### src/rtl/cpu_bus_cycle_sequencer_assert.svh
// ----------------------------------------------------------------------------
// Assertion macros for the CPU bus cycle sequencer
// Each macro places one labeled concurrent assertion that is clocked on the
// rising edge and disabled while reset is asserted.
// ----------------------------------------------------------------------------
`ifndef CPU_BUS_CYCLE_SEQUENCER_ASSERT_SVH
`define CPU_BUS_CYCLE_SEQUENCER_ASSERT_SVH

// The consequent must hold in the same cycle as the antecedent.
`define CBCS_ASSERT_SAME(label, clk, rst_n, ante, cons) \
    label: assert property (@(posedge clk) disable iff (!rst_n) (ante) |-> (cons)) \
        else $error("bus cycle sequencer check failed");

// The consequent must hold in the cycle after the antecedent.
`define CBCS_ASSERT_NEXT(label, clk, rst_n, ante, cons) \
    label: assert property (@(posedge clk) disable iff (!rst_n) (ante) |=> (cons)) \
        else $error("bus cycle sequencer check failed");

`endif

### src/rtl/cbcs_pkg.sv
// ----------------------------------------------------------------------------
// CPU bus cycle sequencer package
// Shared widths, codes, phase encoding and beat structures.
// ----------------------------------------------------------------------------
package cbcs_pkg;

    localparam int ADDR_W = 24;
    localparam int DATA_W = 16;
    localparam int BYTE_W = 8;

    typedef enum logic [1:0] {
        CMD_NONE  = 2'd0,
        CMD_READ  = 2'd1,
        CMD_WRITE = 2'd2,
        CMD_RMW   = 2'd3
    } cmd_t;

    localparam logic [1:0] SPACE_DATA = 2'd0;
    localparam logic [1:0] SPACE_PROG = 2'd1;

    localparam logic [2:0] MEM_NONE    = 3'd0;
    localparam logic [2:0] MEM_RD_BYTE = 3'd1;
    localparam logic [2:0] MEM_RD_WORD = 3'd2;
    localparam logic [2:0] MEM_WR_BYTE = 3'd3;
    localparam logic [2:0] MEM_WR_WORD = 3'd4;

    localparam logic [2:0] STATUS_NONE     = 3'd0;
    localparam logic [2:0] STATUS_DONE     = 3'd1;
    localparam logic [2:0] STATUS_ADDR_ERR = 3'd2;

    localparam int PH_COUNT = 23;

    typedef enum logic [PH_COUNT-1:0] {
        PH_IDLE   = 23'd1 << 0,
        PH_R0     = 23'd1 << 1,
        PH_R1     = 23'd1 << 2,
        PH_R2     = 23'd1 << 3,
        PH_RWAIT  = 23'd1 << 4,
        PH_R3     = 23'd1 << 5,
        PH_W0     = 23'd1 << 6,
        PH_W1     = 23'd1 << 7,
        PH_W2     = 23'd1 << 8,
        PH_WWAIT  = 23'd1 << 9,
        PH_W3     = 23'd1 << 10,
        PH_MR0    = 23'd1 << 11,
        PH_MR1    = 23'd1 << 12,
        PH_MR2    = 23'd1 << 13,
        PH_MRWAIT = 23'd1 << 14,
        PH_MR3    = 23'd1 << 15,
        PH_MOD0   = 23'd1 << 16,
        PH_MOD1   = 23'd1 << 17,
        PH_MW0    = 23'd1 << 18,
        PH_MW1    = 23'd1 << 19,
        PH_MW2    = 23'd1 << 20,
        PH_MWWAIT = 23'd1 << 21,
        PH_MW3    = 23'd1 << 22
    } phase_t;

    typedef struct packed {
        cmd_t              command;
        logic [ADDR_W-1:0] addr;
        logic              byte_op;
        logic [1:0]        space;
        logic              supervisor;
        logic [DATA_W-1:0] write_data;
        logic [BYTE_W-1:0] modified_byte;
        logic              bus_request;
        logic              mem_idle;
        logic [DATA_W-1:0] mem_read_data;
    } in_item_t;

    typedef struct packed {
        logic              addr_strobe;
        logic              upper_strobe;
        logic              lower_strobe;
        logic              read_not_write;
        logic              data_ack;
        logic [2:0]        func_code;
        logic [ADDR_W-1:0] bus_addr;
        logic [DATA_W-1:0] bus_data;
        logic              bus_grant;
        logic [2:0]        mem_op;
        logic [DATA_W-1:0] mem_write_data;
        logic [2:0]        status;
    } out_item_t;

endpackage

### src/rtl/cpu_bus_cycle_sequencer.sv
// ----------------------------------------------------------------------------
// CPU bus cycle sequencer
// Steps read, write and read-modify-write bus cycles of a 16-bit CPU bus,
// one bus clock tick per input beat.
// ----------------------------------------------------------------------------
// Each input beat carries one bus clock tick: the command, the access fields
// and the sampled bus_request, mem_idle and mem_read_data levels. Each input
// beat yields exactly one output beat with the bus levels after that tick,
// the memory start code, the write data and the status.
// An input beat is captured in the input register and then processed into the
// output register, where its output beat becomes valid and can be taken by
// the receiver.
// A new beat is accepted every cycle as long as the receiver keeps taking
// output beats.
// Reset clears the phase to idle, drops all strobes and the grant, and
// zeroes the held address, data and function codes.
// When the receiver stalls, the output register holds its beat, the input
// register fills, and in_ready drops until the output beat is taken.
// ----------------------------------------------------------------------------
module cpu_bus_cycle_sequencer (
    input  logic                          clk,
    input  logic                          rst_n,
    input  logic                          in_valid,
    output logic                          in_ready,
    input  logic [1:0]                    command,
    input  logic [cbcs_pkg::ADDR_W-1:0]   addr,
    input  logic                          byte_op,
    input  logic [1:0]                    space,
    input  logic                          supervisor,
    input  logic [cbcs_pkg::DATA_W-1:0]   write_data,
    input  logic [cbcs_pkg::BYTE_W-1:0]   modified_byte,
    input  logic                          bus_request,
    input  logic                          mem_idle,
    input  logic [cbcs_pkg::DATA_W-1:0]   mem_read_data,
    output logic                          out_valid,
    input  logic                          out_ready,
    output logic                          addr_strobe,
    output logic                          upper_strobe,
    output logic                          lower_strobe,
    output logic                          read_not_write,
    output logic                          data_ack,
    output logic [2:0]                    func_code,
    output logic [cbcs_pkg::ADDR_W-1:0]   bus_addr,
    output logic [cbcs_pkg::DATA_W-1:0]   bus_data,
    output logic                          bus_grant,
    output logic [2:0]                    mem_op,
    output logic [cbcs_pkg::DATA_W-1:0]   mem_write_data,
    output logic [2:0]                    status
);

    cbcs_pkg::in_item_t  up_item;
    cbcs_pkg::in_item_t  core_item;
    cbcs_pkg::out_item_t res;
    logic                core_valid;
    logic                core_ready;

    always_comb
    begin
        up_item.command       = cbcs_pkg::cmd_t'(command);
        up_item.addr          = addr;
        up_item.byte_op       = byte_op;
        up_item.space         = space;
        up_item.supervisor    = supervisor;
        up_item.write_data    = write_data;
        up_item.modified_byte = modified_byte;
        up_item.bus_request   = bus_request;
        up_item.mem_idle      = mem_idle;
        up_item.mem_read_data = mem_read_data;
    end

    cbcs_in_stage u_in_stage (
        .clk      (clk),
        .rst_n    (rst_n),
        .up_valid (in_valid),
        .up_ready (in_ready),
        .up_item  (up_item),
        .dn_valid (core_valid),
        .dn_ready (core_ready),
        .dn_item  (core_item)
    );

    cbcs_core u_core (
        .clk        (clk),
        .rst_n      (rst_n),
        .item_valid (core_valid),
        .item_ready (core_ready),
        .item       (core_item),
        .res_valid  (out_valid),
        .res_ready  (out_ready),
        .res        (res)
    );

    assign addr_strobe    = res.addr_strobe;
    assign upper_strobe   = res.upper_strobe;
    assign lower_strobe   = res.lower_strobe;
    assign read_not_write = res.read_not_write;
    assign data_ack       = res.data_ack;
    assign func_code      = res.func_code;
    assign bus_addr       = res.bus_addr;
    assign bus_data       = res.bus_data;
    assign bus_grant      = res.bus_grant;
    assign mem_op         = res.mem_op;
    assign mem_write_data = res.mem_write_data;
    assign status         = res.status;

endmodule

### src/rtl/cbcs_in_stage.sv
// ----------------------------------------------------------------------------
// Input register stage
// Captures one input beat per cycle while the core takes beats, and presents it to the sequencer core.
// ----------------------------------------------------------------------------
module cbcs_in_stage (
    input  logic               clk,
    input  logic               rst_n,
    input  logic               up_valid,
    output logic               up_ready,
    input  cbcs_pkg::in_item_t up_item,
    output logic               dn_valid,
    input  logic               dn_ready,
    output cbcs_pkg::in_item_t dn_item
);

    logic               valid_reg;
    cbcs_pkg::in_item_t item_reg;

    assign up_ready = !valid_reg || dn_ready;
    assign dn_valid = valid_reg;
    assign dn_item  = item_reg;

    always_ff @(posedge clk or negedge rst_n)
    begin
        if (!rst_n)
        begin
            valid_reg <= 1'b0;
        end
        else if (up_ready)
        begin
            valid_reg <= up_valid;
        end
    end

    always_ff @(posedge clk)
    begin
        if (up_valid && up_ready)
        begin
            item_reg <= up_item;
        end
    end

endmodule

### src/rtl/cbcs_core.sv
// ----------------------------------------------------------------------------
// Sequencer core
// Holds the bus cycle state, advances it by one tick per input beat and
// registers the resulting bus levels in the output register.
// ----------------------------------------------------------------------------
`include "cpu_bus_cycle_sequencer_assert.svh"

module cbcs_core (
    input  logic                clk,
    input  logic                rst_n,
    input  logic                item_valid,
    output logic                item_ready,
    input  cbcs_pkg::in_item_t  item,
    output logic                res_valid,
    input  logic                res_ready,
    output cbcs_pkg::out_item_t res
);

    function automatic logic [cbcs_pkg::DATA_W-1:0] place_data(
        input logic [cbcs_pkg::DATA_W-1:0] v,
        input logic                        byte_op,
        input logic                        odd,
        input logic [cbcs_pkg::DATA_W-1:0] cur
    );
        logic [cbcs_pkg::DATA_W-1:0] r;
        r = v;
        if (byte_op)
        begin
            if (!odd)
            begin
                r = {v[7:0], cur[7:0]};
            end
            else
            begin
                r = {cur[15:8], v[7:0]};
            end
        end
        return r;
    endfunction

    cbcs_pkg::phase_t              phase_reg, phase_next, cur;
    logic [cbcs_pkg::ADDR_W-1:0]   held_addr_reg, held_addr_next;
    logic                          held_byte_reg, held_byte_next;
    logic [1:0]                    held_space_reg, held_space_next;
    logic [cbcs_pkg::DATA_W-1:0]   held_wdata_reg, held_wdata_next;
    logic                          as_reg, as_next;
    logic                          uds_reg, uds_next;
    logic                          lds_reg, lds_next;
    logic                          rw_reg, rw_next;
    logic                          dtack_reg, dtack_next;
    logic [2:0]                    fc_reg, fc_next;
    logic [cbcs_pkg::ADDR_W-1:0]   drv_addr_reg, drv_addr_next;
    logic [cbcs_pkg::DATA_W-1:0]   drv_data_reg, drv_data_next;
    logic                          grant_reg, grant_next;
    logic [2:0]                    tick_mem_op;
    logic [cbcs_pkg::DATA_W-1:0]   tick_wdata;
    logic [2:0]                    tick_status;
    logic                          is_read;
    logic                          step;
    logic                          res_valid_reg;
    cbcs_pkg::out_item_t           res_reg, res_next;

    assign item_ready = !res_valid_reg || res_ready;
    assign step       = item_valid && item_ready;
    assign res_valid  = res_valid_reg;
    assign res        = res_reg;

    always_comb
    begin
        held_addr_next  = held_addr_reg;
        held_byte_next  = held_byte_reg;
        held_space_next = held_space_reg;
        held_wdata_next = held_wdata_reg;
        as_next         = as_reg;
        uds_next        = uds_reg;
        lds_next        = lds_reg;
        rw_next         = rw_reg;
        dtack_next      = dtack_reg;
        fc_next         = fc_reg;
        drv_addr_next   = drv_addr_reg;
        drv_data_next   = drv_data_reg;
        grant_next      = grant_reg;
        tick_mem_op     = cbcs_pkg::MEM_NONE;
        tick_wdata      = '0;
        tick_status     = cbcs_pkg::STATUS_NONE;
        is_read         = 1'b0;
        cur             = phase_reg;

        if (phase_reg == cbcs_pkg::PH_IDLE && item.command != cbcs_pkg::CMD_NONE)
        begin
            held_addr_next  = item.addr;
            held_byte_next  = item.byte_op;
            held_space_next = item.space;
            held_wdata_next = item.write_data;
            unique case (item.command)
                cbcs_pkg::CMD_READ:  cur = cbcs_pkg::PH_R0;
                cbcs_pkg::CMD_WRITE: cur = cbcs_pkg::PH_W0;
                default:             cur = cbcs_pkg::PH_MR0;
            endcase
        end

        phase_next = cur;

        if (grant_reg)
        begin
            if (!item.bus_request)
            begin
                grant_next = 1'b0;
            end
        end
        else
        begin
            unique case (cur)
                cbcs_pkg::PH_IDLE:
                begin
                    if (item.bus_request)
                    begin
                        grant_next = 1'b1;
                    end
                end
                cbcs_pkg::PH_R0, cbcs_pkg::PH_MR0, cbcs_pkg::PH_W0, cbcs_pkg::PH_MW0:
                begin
                    is_read = (cur == cbcs_pkg::PH_R0) || (cur == cbcs_pkg::PH_MR0);
                    if (!held_byte_next && held_addr_next[0])
                    begin
                        tick_status = cbcs_pkg::STATUS_ADDR_ERR
                            + {1'b0, held_space_next == cbcs_pkg::SPACE_PROG, 1'b0}
                            + {2'b00, is_read};
                        phase_next  = cbcs_pkg::PH_IDLE;
                        as_next     = 1'b0;
                        uds_next    = 1'b0;
                        lds_next    = 1'b0;
                        dtack_next  = 1'b0;
                        fc_next     = '0;
                    end
                    else
                    begin
                        fc_next       = {item.supervisor,
                                         held_space_next == cbcs_pkg::SPACE_PROG,
                                         held_space_next == cbcs_pkg::SPACE_DATA};
                        rw_next       = 1'b1;
                        drv_addr_next = held_addr_next;
                    end
                end
                cbcs_pkg::PH_R1, cbcs_pkg::PH_MR1:
                begin
                    as_next  = 1'b1;
                    uds_next = !held_byte_next || !held_addr_next[0];
                    lds_next = !held_byte_next || held_addr_next[0];
                end
                cbcs_pkg::PH_R2, cbcs_pkg::PH_MR2, cbcs_pkg::PH_RWAIT, cbcs_pkg::PH_MRWAIT:
                begin
                    if (cur == cbcs_pkg::PH_R2 || cur == cbcs_pkg::PH_MR2)
                    begin
                        tick_mem_op = held_byte_next ? cbcs_pkg::MEM_RD_BYTE
                                                     : cbcs_pkg::MEM_RD_WORD;
                        phase_next  = (cur == cbcs_pkg::PH_R2) ? cbcs_pkg::PH_RWAIT
                                                               : cbcs_pkg::PH_MRWAIT;
                    end
                    if (item.mem_idle)
                    begin
                        drv_data_next = place_data(
                            held_byte_next ? {8'h00, item.mem_read_data[7:0]}
                                           : item.mem_read_data,
                            held_byte_next, held_addr_next[0], drv_data_reg);
                        dtack_next    = 1'b1;
                    end
                end
                cbcs_pkg::PH_R3:
                begin
                    as_next     = 1'b0;
                    uds_next    = 1'b0;
                    lds_next    = 1'b0;
                    dtack_next  = 1'b0;
                    fc_next     = '0;
                    phase_next  = cbcs_pkg::PH_IDLE;
                    tick_status = cbcs_pkg::STATUS_DONE;
                end
                cbcs_pkg::PH_MR3:
                begin
                    as_next    = 1'b1;
                    uds_next   = 1'b0;
                    lds_next   = 1'b0;
                    dtack_next = 1'b0;
                    fc_next    = '0;
                end
                cbcs_pkg::PH_MOD0:
                begin
                    phase_next = cur;
                end
                cbcs_pkg::PH_MOD1:
                begin
                    held_wdata_next = {8'h00, item.modified_byte};
                end
                cbcs_pkg::PH_W1, cbcs_pkg::PH_MW1:
                begin
                    as_next       = 1'b1;
                    rw_next       = 1'b0;
                    drv_data_next = place_data(held_wdata_next, held_byte_next,
                                               held_addr_next[0], drv_data_reg);
                end
                cbcs_pkg::PH_W2, cbcs_pkg::PH_MW2, cbcs_pkg::PH_WWAIT, cbcs_pkg::PH_MWWAIT:
                begin
                    if (cur == cbcs_pkg::PH_W2 || cur == cbcs_pkg::PH_MW2)
                    begin
                        uds_next   = uds_reg || !held_byte_next || !held_addr_next[0];
                        lds_next   = lds_reg || !held_byte_next || held_addr_next[0];
                        if (held_byte_next)
                        begin
                            tick_mem_op = cbcs_pkg::MEM_WR_BYTE;
                            tick_wdata  = {8'h00, held_wdata_next[7:0]};
                        end
                        else
                        begin
                            tick_mem_op = cbcs_pkg::MEM_WR_WORD;
                            tick_wdata  = held_wdata_next;
                        end
                        phase_next = (cur == cbcs_pkg::PH_W2) ? cbcs_pkg::PH_WWAIT
                                                              : cbcs_pkg::PH_MWWAIT;
                    end
                    if (item.mem_idle)
                    begin
                        dtack_next = 1'b1;
                    end
                end
                default:
                begin
                    as_next     = 1'b0;
                    uds_next    = 1'b0;
                    lds_next    = 1'b0;
                    dtack_next  = 1'b0;
                    fc_next     = '0;
                    rw_next     = 1'b1;
                    phase_next  = cbcs_pkg::PH_IDLE;
                    tick_status = cbcs_pkg::STATUS_DONE;
                end
            endcase

            if (phase_next != cbcs_pkg::PH_IDLE)
            begin
                if ((phase_next != cbcs_pkg::PH_RWAIT && phase_next != cbcs_pkg::PH_WWAIT
                     && phase_next != cbcs_pkg::PH_MRWAIT
                     && phase_next != cbcs_pkg::PH_MWWAIT) || item.mem_idle)
                begin
                    phase_next = cbcs_pkg::phase_t'({phase_next[cbcs_pkg::PH_COUNT-2:0],
                                                     1'b0});
                end
            end
        end

        res_next.addr_strobe    = as_next;
        res_next.upper_strobe   = uds_next;
        res_next.lower_strobe   = lds_next;
        res_next.read_not_write = rw_next;
        res_next.data_ack       = dtack_next;
        res_next.func_code      = fc_next;
        res_next.bus_addr       = drv_addr_next;
        res_next.bus_data       = drv_data_next;
        res_next.bus_grant      = grant_next;
        res_next.mem_op         = tick_mem_op;
        res_next.mem_write_data = tick_wdata;
        res_next.status         = tick_status;
    end

    always_ff @(posedge clk or negedge rst_n)
    begin
        if (!rst_n)
        begin
            phase_reg      <= cbcs_pkg::PH_IDLE;
            held_addr_reg  <= '0;
            held_byte_reg  <= 1'b0;
            held_space_reg <= '0;
            held_wdata_reg <= '0;
            as_reg         <= 1'b0;
            uds_reg        <= 1'b0;
            lds_reg        <= 1'b0;
            rw_reg         <= 1'b0;
            dtack_reg      <= 1'b0;
            fc_reg         <= '0;
            drv_addr_reg   <= '0;
            drv_data_reg   <= '0;
            grant_reg      <= 1'b0;
            res_valid_reg  <= 1'b0;
        end
        else
        begin
            if (step)
            begin
                phase_reg      <= phase_next;
                held_addr_reg  <= held_addr_next;
                held_byte_reg  <= held_byte_next;
                held_space_reg <= held_space_next;
                held_wdata_reg <= held_wdata_next;
                as_reg         <= as_next;
                uds_reg        <= uds_next;
                lds_reg        <= lds_next;
                rw_reg         <= rw_next;
                dtack_reg      <= dtack_next;
                fc_reg         <= fc_next;
                drv_addr_reg   <= drv_addr_next;
                drv_data_reg   <= drv_data_next;
                grant_reg      <= grant_next;
            end
            if (item_ready)
            begin
                res_valid_reg <= item_valid;
            end
        end
    end

    always_ff @(posedge clk)
    begin
        if (step)
        begin
            res_reg <= res_next;
        end
    end

    `CBCS_ASSERT_SAME(a_grant_only_idle, clk, rst_n,
        step && !grant_reg && grant_next, phase_reg == cbcs_pkg::PH_IDLE)
    `CBCS_ASSERT_SAME(a_mem_op_at_start, clk, rst_n,
        step && tick_mem_op != cbcs_pkg::MEM_NONE,
        cur == cbcs_pkg::PH_R2 || cur == cbcs_pkg::PH_MR2 ||
        cur == cbcs_pkg::PH_W2 || cur == cbcs_pkg::PH_MW2)
    `CBCS_ASSERT_NEXT(a_status_ends_cycle, clk, rst_n,
        step && tick_status != cbcs_pkg::STATUS_NONE, phase_reg == cbcs_pkg::PH_IDLE)
    `CBCS_ASSERT_SAME(a_addr_err_word_odd, clk, rst_n,
        step && tick_status != cbcs_pkg::STATUS_NONE &&
        tick_status != cbcs_pkg::STATUS_DONE,
        !held_byte_next && held_addr_next[0])

endmodule
### config.mk
export PLATFORM = sky130hd
export DESIGN_NAME = cpu_bus_cycle_sequencer
export DESIGN_NICKNAME = d
export VERILOG_FILES = /design/src/rtl/cbcs_pkg.sv /design/src/rtl/cpu_bus_cycle_sequencer.sv /design/src/rtl/cbcs_in_stage.sv /design/src/rtl/cbcs_core.sv
export VERILOG_INCLUDE_DIRS = /design/src /design/src/rtl
export SDC_FILE = /design/constraint.sdc
export NUM_CORES = 1
export LEC_CHECK = 0
export BUFFER_PORTS_ARGS = -buffer_cell sky130_fd_sc_hd__buf_4
export CELL_PAD_IN_SITES_DETAIL_PLACEMENT = 1
export CELL_PAD_IN_SITES_GLOBAL_PLACEMENT = 2
export CORE_MARGIN = 3
export CORE_UTILIZATION = 40
export CTS_BUF_LIST = sky130_fd_sc_hd__clkbuf_8
export DETAILED_ROUTE_END_ITERATION = 12
export HOLD_SLACK_MARGIN = 0.06
export PLACE_DENSITY_LB_ADDON = 0.1
export SKIP_CTS_REPAIR_TIMING = 1
export SLEW_MARGIN = 40
export SYNTH_ARGS = -nofsm -noshare
export SYNTH_HDL_FRONTEND = slang
export SYNTH_SLANG_ARGS = --single-unit
### constraint.sdc
create_clock -name clk -period 4.9 [get_ports clk]
set_input_delay 0.49 -clock clk [delete_from_list [all_inputs] [get_ports clk]]
set_output_delay 0.49 -clock clk [all_outputs]
set_load 0.01 [all_outputs]
* Yosys cells after proc, flatten, opt, wreduce, memory -nomap -nowiden
Cells that the tools add are included.
Cells by class: multipliers 0, $add $sub $neg 2, bitwise logic cells 2, eq/ne operators 30, reductions and logical operators 41, div/mod/pow operators 0, shift operators 0, muxes and demuxes 60, magnitude comparators 0
Operator list (number):
- $mux 23 | 8
- $mux 16 | 10
- $mux 24 | 4
- $pmux 23 s4 | 1
- $eq 23x1->1 const B | 2
- $pmux 16 s2 | 1
- $reduce_or 15->1 | 2
- $pmux 12 s2 | 1
- $eq 23x10->1 const B | 1
- $eq 23x12->1 const B | 1
- $eq 23x13->1 const B | 1
- $eq 23x14->1 const B | 1
- $eq 23x15->1 const B | 1
- $eq 23x16->1 const B | 1
- $eq 23x17->1 const B | 1
- $eq 23x18->1 const B | 1
- $eq 23x19->1 const B | 1
- $eq 23x2->1 const B | 1
- $eq 23x20->1 const B | 1
- $eq 23x21->1 const B | 1
- $eq 23x22->1 const B | 1
- $eq 23x3->1 const B | 1
- $eq 23x4->1 const B | 1
- $eq 23x5->1 const B | 1
- other kinds (36) | 90
Word-level totals: bits in latches 0, output and inout port bits 73, bits in read-only memories 0, RAM bits 0, flip-flop bits (word level) 260, word-level logic and storage cells 174, memories 0

* Longest topological paths before layout
Gate-level depths: netlist of the first run.
word-level depth 16, mapped depth 14

* Modules after synthesis
A second synthesis of the first run with hierarchy kept.
Unflattened totals: cell total of the unflattened synthesis 1029, area, all modules 11746.3 um^2
By module, submodules not included:
- cbcs_core | area each 9530.4 um^2, cells an instance 953, instances 1, seq. area each 5036.1 um^2
- cbcs_in_stage | area each 2215.9 um^2, cells an instance 76, instances 1, seq. area each 2187.1 um^2

* Worst setup path after synthesis of the first run
OpenSTA, ideal clock, no wires.
path kind input to register, start input port out_ready, end register u_core.res_reg, in the netlist u_core.res[0], enable pin, data required time 4.437 ns, setup time 0.463 ns, setup slack 1.213 ns, cell stages on the path 5, data arrival time 3.225 ns, path through nand2b_1 -> nand2_1 -> inv_1 -> clkbuf_1 -> clkbuf_1
On the way: longest elaborated chain between the ends 2
RTL lines:
- from (decl) | RTL line cpu_bus_cycle_sequencer.sv:36 | input logic out_ready,
- $logic_or 1x1->1 | RTL line cbcs_core.sv:63 | assign item_ready = !res_valid_reg || res_ready;
- $logic_and 1x1->1 | RTL line cbcs_core.sv:64 | assign step = item_valid && item_ready;
- named net u_core.step | RTL line cbcs_core.sv:59 | logic step;
- to (signal assigned) | RTL line cbcs_core.sv:315 | res_reg <= res_next;
- to (decl) | RTL line cbcs_core.sv:61 | cbcs_pkg::out_item_t res_reg, res_next;
The timed path passes the listed nets, and every way through them passes these cells. A chain may end at the register's enable or synchronous reset.

* Worst setup path in the final report of the first run
start register u_in_stage.item_reg, in the netlist u_in_stage.dn_item[71], end register u_core.phase_reg[19]
On the way: longest elaborated chain between the ends 16, elaborated cells on any way between the ends 55, classes of those cells eq/ne: 27; mux: 14; reduce/logical: 14
RTL lines:
- from (decl) | RTL line cbcs_in_stage.sv:17 | cbcs_pkg::in_item_t item_reg;
- from (signal assigned) | RTL line cbcs_in_stage.sv:39 | item_reg <= up_item;
- $eq 2x2->1, or another cell as far along | RTL line cbcs_core.sv:95 | unique case (item.command)
- $pmux 12 s2 / $logic_and 1x1->1 (equally long branches) | RTL line cbcs_core.sv:95, cbcs_core.sv:89
- $mux 23 / $mux 1 (equally long branches) | RTL line cbcs_core.sv:89 | if (phase_reg == cbcs_pkg::PH_IDLE && item.command != cbcs_pkg::CMD_NONE)
- $eq 23x4->1, or another cell as far along | RTL line cbcs_core.sv:113, cbcs_core.sv:153, cbcs_core.sv:157
- $mux 15, or another cell as far along | RTL line cbcs_core.sv:157 | phase_next = (cur == cbcs_pkg::PH_R2) ? cbcs_pkg::PH_RWAIT
- $mux 23, on equally long branches | RTL line cbcs_core.sv:153, cbcs_core.sv:124, cbcs_core.sv:204
- $pmux 23 s4 | RTL line cbcs_core.sv:113 | unique case (cur)
- $mux 23 | RTL line cbcs_core.sv:104 | if (grant_reg)
- $ne 23x5->1 / $ne 23x10->1 (equally long branches) | RTL line cbcs_core.sv:241 | if ((phase_next != cbcs_pkg::PH_RWAIT && phase_next != cbcs_pkg::PH_WWAIT
- $logic_and 1x1->1 | RTL line cbcs_core.sv:241
- $logic_and 1x1->1 | RTL line cbcs_core.sv:242 | && phase_next != cbcs_pkg::PH_MRWAIT
- $logic_and 1x1->1 | RTL line cbcs_core.sv:243 | && phase_next != cbcs_pkg::PH_MWWAIT) || item.mem_idle)
- $logic_or 1x1->1 | RTL line cbcs_core.sv:243
- $mux 23 | RTL line cbcs_core.sv:241
- $mux 23 | RTL line cbcs_core.sv:239 | if (phase_next != cbcs_pkg::PH_IDLE)
- $mux 23 * | RTL line cbcs_core.sv:104
- to (signal assigned) | RTL line cbcs_core.sv:269 | phase_reg <= cbcs_pkg::PH_IDLE;
- to (signal assigned) | RTL line cbcs_core.sv:289 | phase_reg <= phase_next;
- to (decl) | RTL line cbcs_core.sv:41 | cbcs_pkg::phase_t phase_reg, phase_next, cur;
Every way passes the cells marked *; elsewhere a longest branch is shown, timed or not. The select of a mux whose other input is x is not followed.

==> results by group, run 1 <==
GRT
  • Largest net degree at the start of global routing: 61
  • First-pass GRT wire length: 57400 um
  • Global route overflow: 0
  • Initial antenna violation count: 0
  • Total track usage: 0.220
  • Vias in the first global route: 9861

Synthesis
  • Ys Warns: 0
  • Post-synth EDFFs: 143
  • Post-Synthesis Cells: 1082
  • Post-Syn Area: 12200 sq um
  • Post-synthesis sequential area ratio: 0.591
  • Async SR Flop Fraction: 0.450
  • Ys flop type: edfxtp_1
  • Post-Syn Nets: 1161
  • Number of register bits inferred by synthesis: 260
  • Syn_area_per_cell: 11.3 sq um
  • Post-synth cell types: 84

Power and ir drop
  • Pwr/cell area: 611 nW/um^2
  • VDD IR max: 0.294 mV
  • P_leak: 6.41 nW

Routing
  • Initial detailed-routing violation count: 589
  • Vias: 9485
  • Drt total wl: 36600 um
  • # DRC: 0
  • ANT nets after route: 0
  • DR pass1 iterations: 5
  • Vias/cell: 5.63
  • Drt wl/cell: 21.7 um

Cells and area
  • Diodes inserted: 0
  • Core Util, Final: 0.498
  • Area growth syn-to-layout: 21.6%
  • Share of cells above drive strength 1: 0.234
  • Nets@finish: 1335
  • Non-Filler Instances: 1684
  • # fillers: 3217
  • Number of flip-flops in the largest register: 72

STA
  • Slew Limit Fails: 0
  • F_max: 257 MHz
  • Actual slew at the worst max-slew pin: 844 ps
  • Final period utilization: 0.794
  • Total negative setup slack: 0 ps
  • Min Tclk post-route: 3890 ps
  • Hold slack: 93.0 ps
  • Slew margin rel.: 0.437
  • Finish-stage setup viols: 0
  • RSZ-0062 raised after global routing: false
  • Final worst slack: 1010 ps
  • Final Skew: 37.0 ps
  • Final hold viol count: 0

Critical path
  • CP Cell Sequence: inv_1, ha_1, nor3b_1, and4_1, a31oi_1, o2111a_1, o31a_1, nor3_1, o21ai_1
  • CP required: 5310 ps
  • FF-to-FF End: u_core.phase_reg[19]
  • Slowest cell on crit path: and4_1
  • CP endpoint kind: flip-flop
  • Worst Path Arrival: 4300 ps
  • Reg2reg setup slack: 1010 ps
  • Startpoint types: flip-flop
  • RR Startpoint: u_in_stage.dn_item[71]
  • Delay of the slowest cell on the worst path: 720 ps
  • Crit path max fanout: 17
  • WS Path Type: reg2reg
  • Worst r2r path cells: 9

Clocking
  • Clock transition at path regs: 60 ps
  • Clock latency on the worst-skew pair: 580 ps
  • CTS tree: yes
  • Max clock buf depth: 3
  • Htree depth: 2
  • CTS Buf Count: 46
  • Clock tree root driver cell: clkbuf_8
  • Clock Sinks: 260

Floorplanning
  • Initial Utilization: 0.409
  • Placement Rows: 63
  • Die height: 181 um
  • Die Wd: 181 um
  • Core area: 29900 sq um
  • Die Area: 32700 sq um
  • I/O pin cnt: 149

Placed design
  • Dpl hpwl: 24200 um
  • IO Port Bufs: 148
  • Post-Place Cells: 1580
  • RD Place Congestion: 0.858
  • Dpl ws: 1060 ps

Hold path
  • Hold path cells: 1
  • Hold path startpoint: byte_op
  • Hold path endpoint: u_in_stage.dn_item[45]
  • Hold WC Path Type: in2reg

Job
  • Max cap viols: 0

Status
  • Outcome: completed
placed cells by master, fill, tap and decap left out, types with 6 or more instances in the layout:
master	synthesis	final
inv_1	22	41
o31ai_1	7	7
nand3_1	49	49
nor3_1	11	11
o21bai_1	17	17
o22ai_1	20	19
o21ai_1	32	32
nor3b_1	6	6
clkbuf_8	0	52
clkinv_1	1	7
a21oi_1	43	43
nand4_1	12	12
nand2b_1	9	9
mux2i_1	46	46
dlygate4sd3_1	0	17
buf_4	2	169
edfxtp_1	143	143
nand2_1	136	136
nor4_1	8	8
and3_1	17	17
a32o_1	9	9
dfrtp_1	116	116
or3_1	7	7
o21ai_0	82	82
a21boi_0	10	10
a31oi_1	10	10
nor2_1	57	55
a311oi_1	9	9
mux2_2	27	27
o2bb2ai_1	6	6
through the flow:
step	total power, mW	instance area (sq um)
finish	9.09	14900
global route	9.73	14900
CTS	9.17	14700
detailed placement	7.15	13800
global placement	7.04	13700
floorplan	5.84	12200
cells in the mapped netlist, types with 10 or more instances:
cell	number	area [sq um]
nor2_1	57	214
mux2_2	27	304
edfxtp_1	143	4290
clkbuf_1	32	120
nand3_1	49	245
a21boi_0	10	75.1
a31oi_1	10	62.6
dfrtp_1	116	2900
a21oi_1	43	215
nand4_1	12	75.1
o21ai_1	32	160
nand2_1	136	510
nor3_1	11	55.1
inv_1	22	82.6
and3_1	17	106
buf_2	23	115
o21bai_1	17	128
mux2i_1	46	460
o22ai_1	20	125
o21ai_0	82	410
cell type report:
type | instances | area, sq um | share of cell area
well taps | 390 | 488 | 0.0328
multi-input cells | 733 | 4640 | 0.312
clock buffers | 52 | 716 | 0.0481
inverters | 23 | 88.8 | 0.00597
flip-flops and latches | 260 | 7220 | 0.486
clock inverters | 34 | 181 | 0.0122
repair buffers | 192 | 1530 | 0.103
power by group:
group / total, mW / internal (mW) / switching [mW] / leakage, nW
Sequential: 3.29 / 2.98 / 0.314 / 2.89
Clock: 1.96 / 1.03 / 0.932 / 0.536
Combinational: 3.84 / 1.40 / 2.44 / 2.99
cells by family after synthesis:
kind of cell,share of synthesized area
compound gates,0.154
simple gates,0.152
xor+xnor,0.00430
mux,0.0625
buf+inv,0.0327
fa+ha+maj,0.00307
flops,0.591
worst max-delay path by stage:
| stage | startpoint | endpoint | slack, ps | cells past startpoint |
|---|---|---|---|---|
| after floorplan | out_ready | u_core.res[0] | 1210 | 5 |
| after global placement | u_in_stage.dn_item[70] | u_core.phase_reg[7] | 1060 | 9 |
| after detailed placement | u_in_stage.dn_item[70] | u_core.phase_reg[19] | 1060 | 9 |
| after CTS | u_in_stage.dn_item[71] | u_core.phase_reg[19] | 1020 | 9 |
| after global routing | u_in_stage.dn_item[71] | u_core.phase_reg[19] | 770 | 9 |
| final | u_in_stage.dn_item[71] | u_core.phase_reg[19] | 1010 | 9 |
critical path, delay by kind of cell, from the launching register on:
kind / cells / cell delay (ps)
AND/OR/NAND/NOR: 3 / 1840
AO/OA/AOI/OAI: 4 / 1250
flip-flops: 1 / 360
adder cells (fa/ha/maj): 1 / 200
buffers and inverters: 1 / 70
layer usage:
layer / global-route usage / part of all wire / vias to the layer above
li1: - / - / 4407
met1: 0.306 / 0.46 / 4817
met2: 0.361 / 0.48 / 210
met3: 0.0374 / 0.045 / 51
met4: 0.0507 / 0.017 / 0
met5: 0 / 0 / -
Power figures use the tool's default switching activity.
==> run 2, diff against run 1 <==
Settings changed: CORE_UTILIZATION 40 to 36.
Clock period 4.9 ns to 3.1 ns, I/O delays scaled along.
==> run 2 against run 1 <==
Effect of this change: count of clock-buffer cells in the layout down 1; routed wire length is 9.1% higher; clock skew fell by 16 ps; critical path type unchanged; critical endpoint is now u_core.res[36]; largest power group unchanged.
==> results by group, run 2 (synthesis results as in run 1) <==
Cells and area
  • Area growth syn-to-layout: 35.5% (was 21.6%)
  • Nets@finish: 1496 (was 1335)
  • Number of flip-flops in the largest register: 72 (unchanged)
  • Share of cells above drive strength 1: 0.286 (was 0.234)
  • Most common cell after layout, fill and taps aside: buf_4 (unchanged)
  • Commonest cells after routing, fill and taps aside: buf_4 (259), edfxtp_1 (143), nand2_1 (136) (was buf_4 (169), edfxtp_1 (143), nand2_1 (136))
  • Diodes inserted: 0 (unchanged)

Floorplanning
  • Die height: 190 um (was 181 um)
  • Initial Utilization: 0.370 (was 0.409)
  • Core area: 33000 sq um (was 29900 sq um)
  • Die Wd: 190 um (was 181 um)
  • Placement Rows: 66 (was 63)
  • I/O pin cnt: 149 (unchanged)
  • Die Area: 36200 sq um (was 32700 sq um)

Critical path
  • Delay of the slowest cell on the worst path: 560 ps (was 720 ps)
  • Worst Path Arrival: 3370 ps (was 4300 ps)
  • WS Path Type: reg2reg (unchanged)
  • CP endpoint kind: flip-flop (unchanged)
  • Reg2reg setup slack: 80 ps (was 1010 ps)
  • Slowest cell on crit path: or4_4 (was and4_1)
  • CP Cell Sequence: inv_2, ha_2, nor3b_2, buf_4, and4_4, buf_4, a31o_2, or4_4, a31o_4, buf_12, nand2_1, nand3_1 (was inv_1, ha_1, nor3b_1, and4_1, a31oi_1, o2111a_1, o31a_1, nor3_1, o21ai_1)
  • CP required: 3450 ps (was 5310 ps)
  • Startpoint types: flip-flop (unchanged)
  • Crit path max fanout: 32 (was 17)
  • CP Buf/Inv Count: 4 (was 1)
  • Most used cell, CP: buf_4
  • CP delay by family, top: simple AND/OR/NAND/NOR gates (unchanged)

Power and ir drop
  • Sw frac: 0.392 (was 0.405)
  • Reg power frac: 0.331 (was 0.362)
  • Internal power: 9.55 mW (was 5.41 mW)
  • VDD IR max: 0.508 mV (was 0.294 mV)
  • Pwr/cell area: 949 nW/um^2 (was 611 nW/um^2)
  • Logic gate share of total power: 0.466 (was 0.422)
  • Net Sw Power: 6.17 mW (was 3.68 mW)
  • P_leak: 7.24 nW (was 6.41 nW)
  • Clk pwr share: 0.204 (was 0.216)

STA
  • Finish-stage setup viols: 0 (unchanged)
  • Final hold viol count: 0 (unchanged)
  • Final Skew: 20.6 ps (was 37.0 ps)
  • Min Tclk post-route: 3020 ps (was 3890 ps)
  • Hold slack: 165 ps (was 93.0 ps)
  • Final worst slack: 83.4 ps (was 1010 ps)
  • Slew Limit Fails: 0 (unchanged)
  • Actual slew at the worst max-slew pin: 777 ps (was 844 ps)
  • Final period utilization: 0.973 (was 0.794)
  • Slew margin rel.: 0.480 (was 0.437)
  • F_max: 332 MHz (was 257 MHz)

Clocking
  • Clock latency on the worst-skew pair: 620 ps (was 580 ps)
  • CTS tree: yes (unchanged)
  • Clock tree root driver cell: clkbuf_8 (unchanged)
  • Htree depth: 2 (unchanged)
  • Max clock buf depth: 3 (unchanged)
  • Clock Sinks: 260 (unchanged)
  • Clock transition at path regs: 70 ps (was 60 ps)
  • CTS Buf Count: 47 (was 46)

Routing
  • ANT nets after route: 0 (unchanged)
  • # DRC: 0 (unchanged)
  • DR pass1 iterations: 5 (unchanged)
  • Vias/cell: 5.31 (was 5.63)
  • Initial detailed-routing violation count: 447 (was 589)
  • Vias: 10100 (was 9485)
  • Drt total wl: 39900 um (was 36600 um)
  • Drt wl/cell: 21.1 um (was 21.7 um)

GRT
  • Vias in the first global route: 10200 (was 9861)
  • Largest net degree at the start of global routing: 59 (was 61)
  • Initial antenna violation count: 0 (unchanged)
  • Global route overflow: 0 (unchanged)
  • First-pass GRT wire length: 60500 um (was 57400 um)
  • Total track usage: 0.217 (was 0.220)

Placed design
  • IO Port Bufs: 148 (unchanged)
  • Dpl hpwl: 27100 um (was 24200 um)
  • Dpl ws: -108 ps (was 1060 ps)
  • RD Place Congestion: 0.904 (was 0.858)

Status
  • Outcome: completed (unchanged)

Job
  • Max cap viols: 0 (unchanged)

Hold path
  • Hold WC Path Type: in2async (was in2reg)
run 2: changes by cell type in the layout (fill, tap and decap cells not counted), moves of 3 or more:
cell	change
dlygate4sd3_1	+59
buf_4	+90
buf_12	+13
clkinv_2	-3
run 2: path summary, 6_finish.rpt:
path / startpoint / end / cells past startpoint
min: rst_n / u_core.phase_reg[21] / 2
min reg2reg: u_core.drv_addr_reg[18] / u_core.drv_addr_reg[18] / 2
max in group asynchronous: rst_n / u_core.drv_addr_reg[2] / 3
min in group clk: write_data[7] / u_in_stage.dn_item[33] / 2
max reg2reg: u_in_stage.dn_item[71] / u_core.res[36] / 12
max: u_in_stage.dn_item[71] / u_core.res[36] / 12
run 2: metrics by stage:
stage	TNS [ps]	instance area (sq um)	cells	power, mW	util
after global placement	-436	14700	1728	12.2	0.445
after floorplan	0	12200	1082	9.23	-
after detailed placement	-263	14700	1728	12.3	0.445
final	0	16600	1896	15.7	0.501
after global routing	-36.8	16600	1896	16.8	0.501
after CTS	-530	15600	1814	15.6	0.473
run 2: layout make-up:
type | count | area [sq um]
Fill cell | 3568 | 16500
Sequential cell | 260 | 7220
Multi-Input combinational cell | 733 | 4750
Timing Repair Buffer | 352 | 3040
Clock buffer | 51 | 702
Tap cell | 442 | 553
Clock inverter | 35 | 213
Inverter | 23 | 88.8
run 2: power groups by stage:
| stage | Clock, mW | Sequential [mW] | Combinational [mW] |
|---|---|---|---|
| after floorplan | 0 | 5.22 | 4.01 |
| after global placement | 0 | 5.23 | 6.96 |
| after detailed placement | 0 | 5.26 | 7.09 |
| after CTS | 3.33 | 5.20 | 7.12 |
| after global routing | 3.48 | 5.30 | 8.00 |
| final | 3.20 | 5.20 | 7.32 |
run 2: metal layers:
metal	wire length, um	up-vias	track usage
met5	0	-	0
met4	842	0	0.0663
met3	1320	54	0.0340
met2	19700	187	0.350
met1	18100	5090	0.302
li1	-	4735	-
run 2: worst register-to-register path, cell delays in order, from the launching register on:
cell and delay (ps):
edfxtp_1 480, inv_2 100, ha_2 190, nor3b_2 50, buf_4 150, and4_4 210
buf_4 150, a31o_2 270, or4_4 560, a31o_4 270, buf_12 170, nand2_1 90
nand3_1 70
